`src/hw/rtl/ezvad_pkg.sv`:
```
package ezvad_pkg;

	// Frame and length limits
	localparam int FRAME_MAX  = 4096;
	localparam int LEN_W      = 24;
	localparam int CNT_W      = $clog2(FRAME_MAX + 1);

	// Datapath widths
	localparam int SAMPLE_W   = 16;
	localparam int MIX_W      = SAMPLE_W + 1;
	localparam int SQ_W       = 2 * SAMPLE_W + 1;
	localparam int ENERGY_W   = 44;
	localparam int ETHR_W     = 33;
	localparam int ZTHR_W     = 17;
	localparam int ZCR_SHIFT  = 16;
	localparam int ELIM_W     = ETHR_W + CNT_W;
	localparam int ZLIM_W     = ZTHR_W + CNT_W;
	localparam int ECMP_W     = (ENERGY_W > ELIM_W) ? ENERGY_W : ELIM_W;

	// Port widths
	localparam int CFG_IDX_W  = 3;
	localparam int CFG_DATA_W = ETHR_W;
	localparam int S_DATA_W   = 2 * SAMPLE_W;
	localparam int M_DATA_W   = 8 * ((LEN_W + 2 + 7) / 8);

	// Register reset values
	localparam logic              RST_CHANNEL_MODE = 1'b1;
	localparam logic [ETHR_W-1:0] RST_ENERGY_THR   = ETHR_W'(17179869);
	localparam logic [ZTHR_W-1:0] RST_ZCR_THR      = ZTHR_W'(6554);
	localparam logic [LEN_W-1:0]  RST_SILENCE      = LEN_W'(19200);
	localparam logic [LEN_W-1:0]  RST_MIN_SEGMENT  = LEN_W'(6400);
	localparam logic [LEN_W-1:0]  RST_FLUSH_MIN    = LEN_W'(3200);

	typedef enum logic [1:0] {
		EV_NONE     = 2'd0,
		EV_START    = 2'd1,
		EV_COMPLETE = 2'd2,
		EV_DISCARD  = 2'd3
	} event_t;

	typedef enum logic [CFG_IDX_W-1:0] {
		CFG_CHANNEL_MODE  = 3'd0,
		CFG_ENERGY_THR    = 3'd1,
		CFG_ZCR_THR       = 3'd2,
		CFG_SILENCE_LIMIT = 3'd3,
		CFG_MIN_SEGMENT   = 3'd4,
		CFG_FLUSH_MIN     = 3'd5
	} cfg_index_t;

	typedef struct packed {
		logic              channel_mode;
		logic [ETHR_W-1:0] energy_thr;
		logic [ZTHR_W-1:0] zcr_thr;
		logic [LEN_W-1:0]  silence_limit;
		logic [LEN_W-1:0]  min_segment;
		logic [LEN_W-1:0]  flush_min;
	} cfg_t;

	typedef struct packed {
		logic            flush;
		logic            last;
		logic            nn;
		logic [SQ_W-1:0] sq;
	} sq_t;

	typedef struct packed {
		logic                flush;
		logic [ENERGY_W-1:0] energy;
		logic [CNT_W-1:0]    crossings;
		logic [CNT_W-1:0]    n;
	} frame_t;

	typedef struct packed {
		logic                flush;
		logic [ENERGY_W-1:0] energy;
		logic [CNT_W-1:0]    crossings;
		logic [CNT_W-1:0]    n;
		logic [ELIM_W-1:0]   elim;
		logic [ZLIM_W-1:0]   zlim;
	} prod_t;

endpackage

```
`src/hw/rtl/ezvad_cfg.sv`:
```
module ezvad_cfg import ezvad_pkg::*; (
	input  logic                  clk,
	input  logic                  arst_n,
	input  logic                  cfg_we,
	input  logic [CFG_IDX_W-1:0]  cfg_index,
	input  logic [CFG_DATA_W-1:0] cfg_data,
	output cfg_t                  cfg
);

	cfg_t cfg_q;

	// Indexes past the list fall to the default arm and change nothing.
	always_ff @(posedge clk or negedge arst_n) begin
		if (!arst_n) begin
			cfg_q.channel_mode  <= RST_CHANNEL_MODE;
			cfg_q.energy_thr    <= RST_ENERGY_THR;
			cfg_q.zcr_thr       <= RST_ZCR_THR;
			cfg_q.silence_limit <= RST_SILENCE;
			cfg_q.min_segment   <= RST_MIN_SEGMENT;
			cfg_q.flush_min     <= RST_FLUSH_MIN;
		end else if (cfg_we) begin
			case (cfg_index)
				CFG_CHANNEL_MODE:  cfg_q.channel_mode  <= cfg_data[0];
				CFG_ENERGY_THR:    cfg_q.energy_thr    <= cfg_data[ETHR_W-1:0];
				CFG_ZCR_THR:       cfg_q.zcr_thr       <= cfg_data[ZTHR_W-1:0];
				CFG_SILENCE_LIMIT: cfg_q.silence_limit <= cfg_data[LEN_W-1:0];
				CFG_MIN_SEGMENT:   cfg_q.min_segment   <= cfg_data[LEN_W-1:0];
				CFG_FLUSH_MIN:     cfg_q.flush_min     <= cfg_data[LEN_W-1:0];
				default: ;
			endcase
		end
	end

	assign cfg = cfg_q;

endmodule

```
`src/hw/rtl/ezvad_front.sv`:
```
module ezvad_front import ezvad_pkg::*; (
	input  logic                clk,
	input  logic                arst_n,
	input  cfg_t                cfg,
	input  logic                s_tvalid,
	output logic                s_tready,
	input  logic [S_DATA_W-1:0] s_tdata,
	input  logic                s_tlast,
	input  logic                s_tuser,
	output logic                out_valid,
	input  logic                out_ready,
	output sq_t                 out_item
);

	logic                       v_s1, v_s2;
	logic                       en_s1, en_s2;
	logic                       flush_s1, last_s1;
	logic signed [SAMPLE_W-1:0] a_s1, b_s1;
	logic signed [MIX_W-1:0]    x;
	logic signed [2*MIX_W-1:0]  sq_full;
	sq_t                        item_s2;

	assign en_s2    = !v_s2 || out_ready;
	assign en_s1    = !v_s1 || en_s2;
	assign s_tready = en_s1;

	// Downmix to a 17-bit value in 1/65536 of full scale, then square.
	always_comb begin
		if (cfg.channel_mode)
			x = MIX_W'(a_s1) + MIX_W'(b_s1);
		else
			x = {a_s1, 1'b0};
		sq_full = x * x;
	end

	always_ff @(posedge clk or negedge arst_n) begin
		if (!arst_n) begin
			v_s1 <= 1'b0;
			v_s2 <= 1'b0;
		end else begin
			if (en_s1)
				v_s1 <= s_tvalid;
			if (en_s2)
				v_s2 <= v_s1;
		end
	end

	always_ff @(posedge clk) begin
		if (en_s1 && s_tvalid) begin
			flush_s1 <= s_tuser;
			last_s1  <= s_tlast;
			a_s1     <= s_tdata[SAMPLE_W-1:0];
			b_s1     <= s_tdata[2*SAMPLE_W-1:SAMPLE_W];
		end
		if (en_s2 && v_s1) begin
			item_s2.flush <= flush_s1;
			item_s2.last  <= last_s1;
			item_s2.nn    <= !x[MIX_W-1];
			item_s2.sq    <= sq_full[SQ_W-1:0];
		end
	end

	assign out_valid = v_s2;
	assign out_item  = item_s2;

endmodule

```
`src/hw/rtl/ezvad_frame.sv`:
```
module ezvad_frame import ezvad_pkg::*; (
	input  logic   clk,
	input  logic   arst_n,
	input  logic   in_valid,
	output logic   in_ready,
	input  sq_t    in_item,
	output logic   out_valid,
	input  logic   out_ready,
	output frame_t out_item
);

	logic [ENERGY_W-1:0] energy_q, energy_n;
	logic [ENERGY_W:0]   energy_sum;
	logic [CNT_W-1:0]    cross_q, cross_n;
	logic [CNT_W-1:0]    cnt_q, cnt_n;
	logic                prev_q;
	logic                frame_end;
	logic                en_s3, v_s3, take;
	frame_t              item_s3;

	assign en_s3    = !v_s3 || out_ready;
	assign in_ready = en_s3;
	assign take     = in_valid && en_s3;

	always_comb begin
		energy_sum = {1'b0, energy_q} + (ENERGY_W+1)'(in_item.sq);
		energy_n   = energy_sum[ENERGY_W] ? {ENERGY_W{1'b1}} : energy_sum[ENERGY_W-1:0];
		cross_n    = cross_q + CNT_W'(cnt_q != '0 && in_item.nn != prev_q);
		cnt_n      = cnt_q + CNT_W'(1);
		frame_end  = in_item.last || cnt_n == CNT_W'(FRAME_MAX);
	end

	// Clear the frame on its end or on a flush; a flush drops a partial frame.
	always_ff @(posedge clk or negedge arst_n) begin
		if (!arst_n) begin
			energy_q <= '0;
			cross_q  <= '0;
			cnt_q    <= '0;
			prev_q   <= 1'b0;
			v_s3     <= 1'b0;
		end else begin
			if (en_s3)
				v_s3 <= in_valid && (in_item.flush || frame_end);
			if (take) begin
				if (in_item.flush || frame_end) begin
					energy_q <= '0;
					cross_q  <= '0;
					cnt_q    <= '0;
					prev_q   <= 1'b0;
				end else begin
					energy_q <= energy_n;
					cross_q  <= cross_n;
					cnt_q    <= cnt_n;
					prev_q   <= in_item.nn;
				end
			end
		end
	end

	always_ff @(posedge clk) begin
		if (take) begin
			item_s3.flush     <= in_item.flush;
			item_s3.energy    <= energy_n;
			item_s3.crossings <= cross_n;
			item_s3.n         <= cnt_n;
		end
	end

	assign out_valid = v_s3;
	assign out_item  = item_s3;

	a_count_below_max: assert property (@(posedge clk) disable iff (!arst_n)
		cnt_q < CNT_W'(FRAME_MAX))
		else $error("frame count reached the frame limit without closing");

	a_cross_below_count: assert property (@(posedge clk) disable iff (!arst_n)
		cross_q < cnt_q || cross_q == '0)
		else $error("crossing count not below item count");

endmodule

```
`src/hw/rtl/ezvad_classify.sv`:
```
module ezvad_classify import ezvad_pkg::*; (
	input  logic   clk,
	input  logic   arst_n,
	input  cfg_t   cfg,
	input  logic   in_valid,
	output logic   in_ready,
	input  frame_t in_item,
	output logic   out_valid,
	input  logic   out_ready,
	output prod_t  out_item
);

	logic  en_s4, v_s4;
	prod_t item_s4;

	assign en_s4    = !v_s4 || out_ready;
	assign in_ready = en_s4;

	always_ff @(posedge clk or negedge arst_n) begin
		if (!arst_n)
			v_s4 <= 1'b0;
		else if (en_s4)
			v_s4 <= in_valid;
	end

	// Scale both thresholds by the frame's item count so the compare needs no divide.
	always_ff @(posedge clk) begin
		if (en_s4 && in_valid) begin
			item_s4.flush     <= in_item.flush;
			item_s4.energy    <= in_item.energy;
			item_s4.crossings <= in_item.crossings;
			item_s4.n         <= in_item.n;
			item_s4.elim      <= ELIM_W'(cfg.energy_thr) * ELIM_W'(in_item.n);
			item_s4.zlim      <= ZLIM_W'(cfg.zcr_thr) * ZLIM_W'(in_item.n);
		end
	end

	assign out_valid = v_s4;
	assign out_item  = item_s4;

endmodule

```
`src/hw/rtl/ezvad_segment.sv`:
```
module ezvad_segment import ezvad_pkg::*; (
	input  logic                clk,
	input  logic                arst_n,
	input  cfg_t                cfg,
	input  logic                in_valid,
	output logic                in_ready,
	input  prod_t               in_item,
	output logic                m_tvalid,
	input  logic                m_tready,
	output logic [M_DATA_W-1:0] m_tdata,
	output logic [1:0]          m_tuser
);

	logic             trig_q, trig_d;
	logic [LEN_W-1:0] sil_q, sil_d;
	logic [LEN_W-1:0] seg_q, seg_d;
	logic [LEN_W-1:0] seg_add, sil_add, start_len, len;
	logic             speech;
	event_t           ev;
	logic             en_out, valid_q;
	logic             speech_q, active_q;
	event_t           ev_q;
	logic [LEN_W-1:0] len_q;

	function automatic logic [LEN_W-1:0] sat_add(input logic [LEN_W-1:0] a,
		input logic [CNT_W-1:0] n);
		logic [LEN_W:0] s;
		s = {1'b0, a} + (LEN_W+1)'(n);
		return s[LEN_W] ? {LEN_W{1'b1}} : s[LEN_W-1:0];
	endfunction

	assign en_out   = !valid_q || m_tready;
	assign in_ready = en_out;

	always_comb begin
		speech = !in_item.flush &&
			(ECMP_W'(in_item.energy) > ECMP_W'(in_item.elim) ||
			 ZLIM_W'({in_item.crossings, {ZCR_SHIFT{1'b0}}}) > in_item.zlim);
		seg_add   = sat_add(seg_q, in_item.n);
		sil_add   = sat_add(sil_q, in_item.n);
		start_len = sat_add('0, in_item.n);
		ev        = EV_NONE;
		len       = '0;
		trig_d    = trig_q;
		sil_d     = sil_q;
		seg_d     = seg_q;
		if (in_item.flush) begin
			if (trig_q && seg_q != '0) begin
				len = seg_q;
				ev  = (seg_q >= cfg.flush_min) ? EV_COMPLETE : EV_DISCARD;
			end
			trig_d = 1'b0;
			sil_d  = '0;
			seg_d  = '0;
		end else if (speech && !trig_q) begin
			trig_d = 1'b1;
			sil_d  = '0;
			seg_d  = start_len;
			ev     = EV_START;
			len    = start_len;
		end else if (speech) begin
			sil_d = '0;
			seg_d = seg_add;
		end else if (trig_q) begin
			sil_d = sil_add;
			seg_d = seg_add;
			// A saturated silence limit can never be exceeded.
			if (sil_add > cfg.silence_limit) begin
				len    = seg_add;
				ev     = (seg_add < cfg.min_segment) ? EV_DISCARD : EV_COMPLETE;
				trig_d = 1'b0;
				sil_d  = '0;
				seg_d  = '0;
			end
		end
	end

	always_ff @(posedge clk or negedge arst_n) begin
		if (!arst_n) begin
			trig_q  <= 1'b0;
			sil_q   <= '0;
			seg_q   <= '0;
			valid_q <= 1'b0;
		end else if (en_out) begin
			valid_q <= in_valid;
			if (in_valid) begin
				trig_q <= trig_d;
				sil_q  <= sil_d;
				seg_q  <= seg_d;
			end
		end
	end

	always_ff @(posedge clk) begin
		if (en_out && in_valid) begin
			speech_q <= speech;
			ev_q     <= ev;
			len_q    <= len;
			active_q <= trig_d;
		end
	end

	assign m_tvalid = valid_q;
	assign m_tuser  = ev_q;
	assign m_tdata  = {{(M_DATA_W-LEN_W-2){1'b0}}, active_q, len_q, speech_q};

	a_start_opens: assert property (@(posedge clk) disable iff (!arst_n)
		valid_q && ev_q == EV_START |-> active_q && len_q != '0)
		else $error("segment start without an open segment");

	a_close_shuts: assert property (@(posedge clk) disable iff (!arst_n)
		valid_q && (ev_q == EV_COMPLETE || ev_q == EV_DISCARD) |-> !active_q && len_q != '0)
		else $error("closed segment still open or empty");

	a_none_zero_len: assert property (@(posedge clk) disable iff (!arst_n)
		valid_q && ev_q == EV_NONE |-> len_q == '0)
		else $error("length reported without an event");

endmodule

```
`src/hw/rtl/energy_zcr_vad_segmenter.sv`:
```
// Channel  | Dir | Handshake          | Content
// ---------+-----+--------------------+---------------------------------------------
// s_       | in  | s_tvalid/s_tready  | tdata: sample_a, sample_b; tlast: frame_last;
//          |     |                    | tuser: mode (1 = flush)
// m_       | out | m_tvalid/m_tready  | tdata: frame_speech, segment_length, active;
//          |     |                    | tuser: event_res
// cfg_     | in  | cfg_we             | cfg_index selects register, cfg_data value
//
// One item is taken every cycle while s_tready is high. A result appears on m_ once the
// item which ends its frame (or the flush) has passed the five registers in line: input,
// square, frame accumulator, threshold multiply, segment state and result; items inside
// a frame produce no result.
// Reset clears all accumulators and the open segment and loads register defaults.
// A stalled m_tready holds the result; stages above keep filling bubbles, and
// s_tready drops only once every stage is full.
module energy_zcr_vad_segmenter import ezvad_pkg::*; (
	input  logic                  clk,
	input  logic                  arst_n,
	input  logic                  cfg_we,
	input  logic [CFG_IDX_W-1:0]  cfg_index,
	input  logic [CFG_DATA_W-1:0] cfg_data,
	input  logic                  s_tvalid,
	output logic                  s_tready,
	input  logic [S_DATA_W-1:0]   s_tdata,  // [15:0] sample_a, [31:16] sample_b
	input  logic                  s_tlast,  // frame_last
	input  logic                  s_tuser,  // mode
	output logic                  m_tvalid,
	input  logic                  m_tready,
	output logic [M_DATA_W-1:0]   m_tdata,  // [0] frame_speech, [24:1] segment_length,
	                                        // [25] active, rest zero
	output logic [1:0]            m_tuser   // event_res
);

	cfg_t   cfg;
	logic   sq_valid, sq_ready;
	sq_t    sq_item;
	logic   fr_valid, fr_ready;
	frame_t fr_item;
	logic   pr_valid, pr_ready;
	prod_t  pr_item;

	// Register file: the user must write it only while the pipeline is empty; not enforced here.
	ezvad_cfg u_cfg (
		.clk       (clk),
		.arst_n    (arst_n),
		.cfg_we    (cfg_we),
		.cfg_index (cfg_index),
		.cfg_data  (cfg_data),
		.cfg       (cfg)
	);

	// Capture the item, downmix and square.
	ezvad_front u_front (
		.clk       (clk),
		.arst_n    (arst_n),
		.cfg       (cfg),
		.s_tvalid  (s_tvalid),
		.s_tready  (s_tready),
		.s_tdata   (s_tdata),
		.s_tlast   (s_tlast),
		.s_tuser   (s_tuser),
		.out_valid (sq_valid),
		.out_ready (sq_ready),
		.out_item  (sq_item)
	);

	// Sum energy and crossings over the frame; pass on one item per frame end or flush.
	ezvad_frame u_frame (
		.clk       (clk),
		.arst_n    (arst_n),
		.in_valid  (sq_valid),
		.in_ready  (sq_ready),
		.in_item   (sq_item),
		.out_valid (fr_valid),
		.out_ready (fr_ready),
		.out_item  (fr_item)
	);

	// Scale thresholds by the frame length.
	ezvad_classify u_classify (
		.clk       (clk),
		.arst_n    (arst_n),
		.cfg       (cfg),
		.in_valid  (fr_valid),
		.in_ready  (fr_ready),
		.in_item   (fr_item),
		.out_valid (pr_valid),
		.out_ready (pr_ready),
		.out_item  (pr_item)
	);

	// Decide speech, advance the segment state and hold the result.
	ezvad_segment u_segment (
		.clk      (clk),
		.arst_n   (arst_n),
		.cfg      (cfg),
		.in_valid (pr_valid),
		.in_ready (pr_ready),
		.in_item  (pr_item),
		.m_tvalid (m_tvalid),
		.m_tready (m_tready),
		.m_tdata  (m_tdata),
		.m_tuser  (m_tuser)
	);

endmodule

```
`config.mk`:
```
export PLATFORM = sky130hd
export DESIGN_NAME = energy_zcr_vad_segmenter
export DESIGN_NICKNAME = d
export VERILOG_FILES = /design/src/hw/rtl/ezvad_pkg.sv /design/src/hw/rtl/ezvad_cfg.sv /design/src/hw/rtl/ezvad_front.sv /design/src/hw/rtl/ezvad_frame.sv /design/src/hw/rtl/ezvad_classify.sv /design/src/hw/rtl/ezvad_segment.sv /design/src/hw/rtl/energy_zcr_vad_segmenter.sv
export SDC_FILE = /design/constraint.sdc
export NUM_CORES = 2
export LEC_CHECK = 0
export ABC_AREA = 1
export BUFFER_PORTS_ARGS = -buffer_cell sky130_fd_sc_hd__buf_2
export CAP_MARGIN = 20
export CORE_UTILIZATION = 45
export CTS_CLUSTER_SIZE = 12
export DETAILED_ROUTE_END_ITERATION = 12
export SLEW_MARGIN = 25
export SYNTH_ARGS = -nofsm -noshare
export SYNTH_HDL_FRONTEND = slang
export SYNTH_SLANG_ARGS = --single-unit
```
`constraint.sdc`:
```
create_clock -name clk -period 9.2 [get_ports clk]
set_input_delay 0.46 -clock clk [delete_from_list [all_inputs] [get_ports clk]]
set_output_delay 0.46 -clock clk [all_outputs]
set_load 0.01 [all_outputs]
```
# --- After elaboration in Yosys (flattened, before gate mapping) ---
# Index checks and enable logic that the tools add are counted.
# Widths: inputs -> output; s select.
totals:
  inputBits: 75
  reg_bits: 564
  output_inout_bits: 36
op_classes:
  eq_ne: 7
  multipliers: 3
  n_addsub: 6
  reduce_logical: 38
  order_cmp: 5
  n_mux: 37
op_table:
  columns: ["cell", "n"]
  rows:
  - ["$mux 24", 18]
  - ["$mux 44", 2]
  - ["$add 24x13->25", 2]
  - ["$gt 44x46->1", 1]
  - ["$mul 33x13->46", 1]
  - ["$add 44x33->45", 1]
  - ["$mul 17x17->33", 1]
  - ["$gt 29x30->1", 1]
  - ["$mul 17x13->30", 1]
  - ["$mux 13", 2]
  - ["$ge 24x24->1", 1]
  - ["$gt 24x24->1", 1]
  - ["$lt 24x24->1", 1]
  - ["$reduce_bool 24->1", 1]
  - ["$add 16x16->17", 1]
  - ["$mux 17", 1]
  - ["$reduce_and 2->1", 7]
  - ["$add 13x1->13", 1]
  - ["$add 13x1->13 const B", 1]
  - ["$eq 13x13->1 const B", 1]
  - ["$reduce_bool 13->1", 1]
  - ["$mux 2", 6]
  - ["$logic_and 1x1->1", 10]
  - ["$logic_not 1->1", 8]
  - ["9 further kinds", 25]

# --- Longest topological paths before layout ---
logic_depth:
  depth_word: 9
  mapped_depth: 38
  ltp_nobuf: 37

# --- By module ---
# Synthesis repeated with hierarchy kept, for this count alone.
hier_totals:
  hier_cells: 8027
  hier_area_um2: 63120.5
modules_own_cells:
  columns: ["mod", "seq_area_each_um2", "n_inst", "area_each_um2", "cells_per_inst"]
  rows:
  - ["ezvad_classify", 4439.3, 1, 26902.1, 3388]
  - ["ezvad_front", 2122.0, 1, 13254.0, 1493]
  - ["ezvad_segment", 2092.0, 1, 9085.0, 1342]
  - ["ezvad_frame", 3933.8, 1, 9032.4, 1263]
  - ["ezvad_cfg", 3114.2, 1, 4847.1, 541]

# --- Worst setup path after synthesis ---
# Ideal clock, no wire load.
synth_timing:
  path_kind: "reg2reg"
  start: "register u_front.a_s1[0]"
  end: "register u_front.item_s2, in the netlist u_front.out_item[29], data pin"
  stages_incl_launch_ff: 30
  setup_time_ns: 0.262
  setup_slack_ns: 1.975
  synth_period_minus_slack_ns: 7.225
  n_path_buf: 1
  arrival_ns: 6.963
  cell_sequence: "edfxtp_1 -> ha_1 -> fa_1 -> nand3_1 -> nand3_1 -> a21oi_1 -> o21ai_1 -> nand3_1 -> nand3_1 -> nand2_1 -> nand2_1 -> nand2_2 -> buf_2 -> nor2_1 -> fa_1 -> inv_1 -> fa_1 -> inv_1 -> fa_1 -> fa_1 -> fa_1 -> fa_1 -> ha_1 -> nand2_1 -> nor4_1 -> nand3_1 -> nand3_1 -> a21oi_1 -> o21bai_1 -> xor2_1"
synth_via:
  elab_chain_len: 3
synth_rtl:
  columns: ["item", "line", "source"]
  rows:
  - ["start, declared", "ezvad_front.sv:18", "logic signed [SAMPLE_W-1:0] a_s1, b_s1;"]
  - ["start signal, assigned", "ezvad_front.sv:52", "a_s1 <= s_tdata[SAMPLE_W-1:0];"]
  - ["$add 16x16->17", "ezvad_front.sv:30", "x = MIX_W'(a_s1) + MIX_W'(b_s1);"]
  - ["$mux 17 *", "ezvad_front.sv:29", "if (cfg.channel_mode)"]
  - ["$mul 17x17->33 *", "ezvad_front.sv:33", "sq_full = x * x;"]
  - ["net u_front.sq_full[29]", "ezvad_front.sv:20", "logic signed [2*MIX_W-1:0] sq_full;"]
  - ["end, declared", "ezvad_front.sv:21", "sq_t item_s2;"]
# The timed path passes the listed nets; every way through them passes the cells marked *.
# A chain may end at the register's enable or synchronous reset.

# --- Final worst setup path ---
# Same ends and word-level chain as after synthesis.

==> impl_metrics.xml <==
<?xml version="1.0" encoding="UTF-8"?>
<metrics>
  <group name="run_status">
    <metric name="run_status" unit="">finished, violations left</metric>
    <metric name="violations" unit="">design-rule violations</metric>
  </group>
  <group name="clocking">
    <metric name="clock_tree.buffer_depth" unit="">3</metric>
    <metric name="h-tree-depth" unit="">3</metric>
    <metric name="clock_latency" unit="ps">670</metric>
    <metric name="cts_buffers" unit="">69</metric>
    <metric name="cts_root_buf" unit="">sky130_fd_sc_hd__clkbuf_16</metric>
    <metric name="tritoncts" unit="">yes</metric>
    <metric name="clock-sinks" unit="">563</metric>
    <metric name="cts.reportedPaths.clkPinSlew" unit="ps">60</metric>
  </group>
  <group name="global_route">
    <metric name="grt_first_pass_wirelength" unit="um">254000</metric>
    <metric name="global_route.usage.total" unit="%">24.3</metric>
    <metric name="largest_net_degree_at_the_start_of_global_routing" unit="">130</metric>
    <metric name="first_global_vias" unit="">46900</metric>
    <metric name="antenna_found_initial" unit="">3</metric>
    <metric name="grt_overflow" unit="">0</metric>
  </group>
  <group name="die">
    <metric name="start_util" unit="%">45.3</metric>
    <metric name="dieWidth" unit="um">366</metric>
    <metric name="placeableCoreArea" unit="mm^2">0.131</metric>
    <metric name="die_height" unit="um">366</metric>
    <metric name="die_area" unit="mm^2">0.134</metric>
    <metric name="pin_count" unit="">111</metric>
    <metric name="placementRows" unit="">133</metric>
  </group>
  <group name="placement">
    <metric name="dpl.cell_count" unit="">8684</metric>
    <metric name="post_detail_place_hpwl" unit="um">122000</metric>
    <metric name="place_congestion" unit="">0.931</metric>
    <metric name="port-buffer-count" unit="">104</metric>
  </group>
  <group name="logic_synthesis">
    <metric name="ys_top_cells_by_area" unit="">sky130_fd_sc_hd__fa_1, sky130_fd_sc_hd__edfxtp_1, sky130_fd_sc_hd__nand2_1</metric>
    <metric name="post-synth-top-count-cell" unit="">sky130_fd_sc_hd__nand2_1</metric>
    <metric name="dominantRegCellSynth" unit="">sky130_fd_sc_hd__edfxtp_1</metric>
    <metric name="synth.avg_cell_area" unit="um^2">8.51</metric>
    <metric name="yosysWarnings" unit="">0</metric>
    <metric name="yosysUniqueCellTypes" unit="">59</metric>
    <metric name="synth.ff_latch_count" unit="">563</metric>
    <metric name="synth_cells" unit="">6996</metric>
    <metric name="syn-cell-area" unit="mm^2">0.0595</metric>
    <metric name="synth_top_cell_area_share" unit="%">26.0</metric>
    <metric name="netlist_top_cells_count" unit="">sky130_fd_sc_hd__nand2_1, sky130_fd_sc_hd__inv_1, sky130_fd_sc_hd__fa_1</metric>
    <metric name="seq_area_frac_synth" unit="%">26.4</metric>
    <metric name="number_of_enable_flip_flop_cells_after_synthesis" unit="">315</metric>
    <metric name="synth_async_sr_flop_share" unit="%">44.0</metric>
    <metric name="synth_top_cell_by_area" unit="">sky130_fd_sc_hd__fa_1</metric>
  </group>
  <group name="critical_path">
    <metric name="crit_type" unit="">register to register</metric>
    <metric name="worst-path-max-fanout" unit="">14</metric>
    <metric name="worst_path_most_repeated_cell" unit="">sky130_fd_sc_hd__fa_1</metric>
    <metric name="timing.reg2reg.setup_slack" unit="ps">880</metric>
    <metric name="slowest_delay" unit="ps">730</metric>
    <metric name="worst_setup_path_start_kind" unit="">register</metric>
    <metric name="critical-path-slowest-cell" unit="">sky130_fd_sc_hd__fa_1</metric>
    <metric name="critPathRequiredTime" unit="ps">9570</metric>
    <metric name="timing.critical_path.arrival" unit="ps">8690</metric>
    <metric name="cp-end-kind" unit="">register</metric>
  </group>
  <group name="drt">
    <metric name="route.detailed.vias_per_inst" unit="">5.12</metric>
    <metric name="ant_nets" unit="">0</metric>
    <metric name="routed_wire_length" unit="um">157000</metric>
    <metric name="vias" unit="">45300</metric>
    <metric name="met2_length" unit="um">74400</metric>
    <metric name="route.detailed.wl_per_inst" unit="um">17.7</metric>
    <metric name="dr.max_layer_used" unit="">met4</metric>
    <metric name="detailedRoute.firstPassIterationCount" unit="">10</metric>
    <metric name="met3WireLength" unit="um">7550</metric>
    <metric name="drt_iter0_markers" unit="">3203</metric>
    <metric name="met1Wirelength" unit="um">70200</metric>
    <metric name="drc" unit="">1</metric>
  </group>
  <group name="timing">
    <metric name="totalNegativeSetupSlack" unit="ps">0</metric>
    <metric name="timing.final.max_slew_violations" unit="">0</metric>
    <metric name="slew_worst_pin" unit="ps">960</metric>
    <metric name="slew_headroom" unit="%">35.8</metric>
    <metric name="clock.fmax" unit="MHz">120</metric>
    <metric name="timing.final.setup_violations" unit="">0</metric>
    <metric name="rsz0062_at_grt" unit="">no</metric>
    <metric name="hold_violations" unit="">0</metric>
    <metric name="final.setup_skew" unit="ps">37.5</metric>
    <metric name="timing.final.crit_share" unit="%">90.4</metric>
    <metric name="finalCriticalPeriod" unit="ps">8320</metric>
  </group>
  <group name="finish">
    <metric name="fillCellCount" unit="">12700</metric>
    <metric name="final-instance-count-excl-fill" unit="">8849</metric>
    <metric name="post_route_cells_drive_above_1_share" unit="%">5.15</metric>
    <metric name="syn2layout_area_growth" unit="%">8.15</metric>
    <metric name="finalNetCount" unit="">8343</metric>
  </group>
  <group name="flow_run">
    <metric name="max_cap_viol_count" unit="">0</metric>
  </group>
  <group name="hold_path">
    <metric name="hold_class" unit="">input pin to register</metric>
  </group>
</metrics>
==> final timing paths <==
check	startpoint	end	cells after the start
setup / recovery	u_front.a_s1[0]	u_front.out_item[29]	29
hold / removal	cfg_data[25]	u_cfg.cfg[114]	2
setup reg to reg	u_front.a_s1[0]	u_front.out_item[29]	29
hold reg to reg	u_frame.out_item[35]	u_classify.out_item[111]	0
max in group asynchronous	arst_n	u_frame.energy_q[26]	4
min in group asynchronous	arst_n	u_cfg.cfg[119]	2
==> cells by family (layout without fill, tap and decap cells) <==
group | Yosys count | after routing | synth area share, %
compound gates | 712 | 712 | 6.66
xor+xnor | 179 | 179 | 2.65
fa+ha+maj | 1229 | 1229 | 35.6
buf+inv | 1780 | 1872 | 11.4
flops | 563 | 563 | 26.4
mux | 9 | 9 | 0.170
other cells | 1 | 7 | 0.00630
simple gates | 2523 | 2523 | 17.1
==> layout make-up <==
type	instances	area (um^2)	share of cell area, %
tap	1755	2200	3.41
timing repair buffer	191	1290	2.01
sequential	563	15700	24.4
multi-input combinational	4658	37100	57.6
clock buffer	89	1880	2.93
inverter	1556	5850	9.09
clock inverter	36	370	0.575
antenna	1	2.50	0.00389
==> worst max-delay path, delay by kind of cell, from the launching register on <==
family	cells	cell delay (ps)
buffers and inverters	2	630
adders and majority gates	9	4230
AOI/OAI and AO/OA	4	810
and+or+nand+nor	13	1860
xor gates and xnor gates	1	100
DFF	1	400
==> cells in the final DEF, fill, tap and decap left out, types with 39 or more instances in the layout <==
master | Yosys | final
sky130_fd_sc_hd__fa_1 | 774 | 774
sky130_fd_sc_hd__dlygate4sd3_1 | 0 | 39
sky130_fd_sc_hd__o21ai_0 | 290 | 290
sky130_fd_sc_hd__clkbuf_16 | 0 | 70
sky130_fd_sc_hd__nand2_1 | 1727 | 1725
sky130_fd_sc_hd__xnor2_1 | 52 | 52
sky130_fd_sc_hd__xor2_1 | 126 | 126
sky130_fd_sc_hd__a21oi_1 | 259 | 258
sky130_fd_sc_hd__nand3_1 | 207 | 207
sky130_fd_sc_hd__edfxtp_1 | 315 | 315
sky130_fd_sc_hd__buf_4 | 10 | 47
sky130_fd_sc_hd__nor3_1 | 47 | 47
sky130_fd_sc_hd__buf_2 | 21 | 103
sky130_fd_sc_hd__dfrtp_1 | 219 | 219
sky130_fd_sc_hd__nor2_1 | 411 | 407
sky130_fd_sc_hd__inv_1 | 1548 | 1546
sky130_fd_sc_hd__nand4_1 | 63 | 63
sky130_fd_sc_hd__ha_1 | 455 | 455
==> registers in the layout, indices dropped and copies added (netlist names), 2 cells and up <==
register             count
u_classify.out_item    147
u_cfg.cfg              123
u_frame.out_item        71
u_frame.energy_q        44
u_front.out_item        35
u_segment.len_q         24
u_segment.seg_q         24
u_segment.sil_q         24
u_front.a_s1            16
u_front.b_s1            16
u_frame.cnt_q           13
u_frame.cross_q         13
u_segment.m_tuser        2
==> metrics by stage <==
step | instance area, um^2 | worst slack, ps | hold slack, ps | util [%]
global placement | 61700 | 1090 | 400 | 47.0
CTS | 64400 | 892 | 3.93 | 49.0
detailed placement | 61700 | 954 | 405 | 47.0
finish | 64400 | 881 | 39.0 | 49.0
floorplan | 59500 | 1970 | 164 | -
global route | 64400 | 306 | 32.0 | 49.0
==> timing repair <==
item | CTS | global route
endpoints found under the hold margin | 102 | 0
hold buffers | 39 | 0
resized for setup | 0 | 0
setup buffers | 0 | 0
==> metal layers <==
| metal | track usage (%) | vias to the layer above |
|---|---|---|
| met5 | 0 | - |
| met4 | 7.28 | 0 |
| met3 | 2.64 | 220 |
| met2 | 40.8 | 1147 |
| met1 | 33.0 | 22400 |
| li1 | - | 21500 |
Power is left out: the tool's default activity adds up to more than one toggle a clock period on the data nets, which glitch-free logic cannot reach.
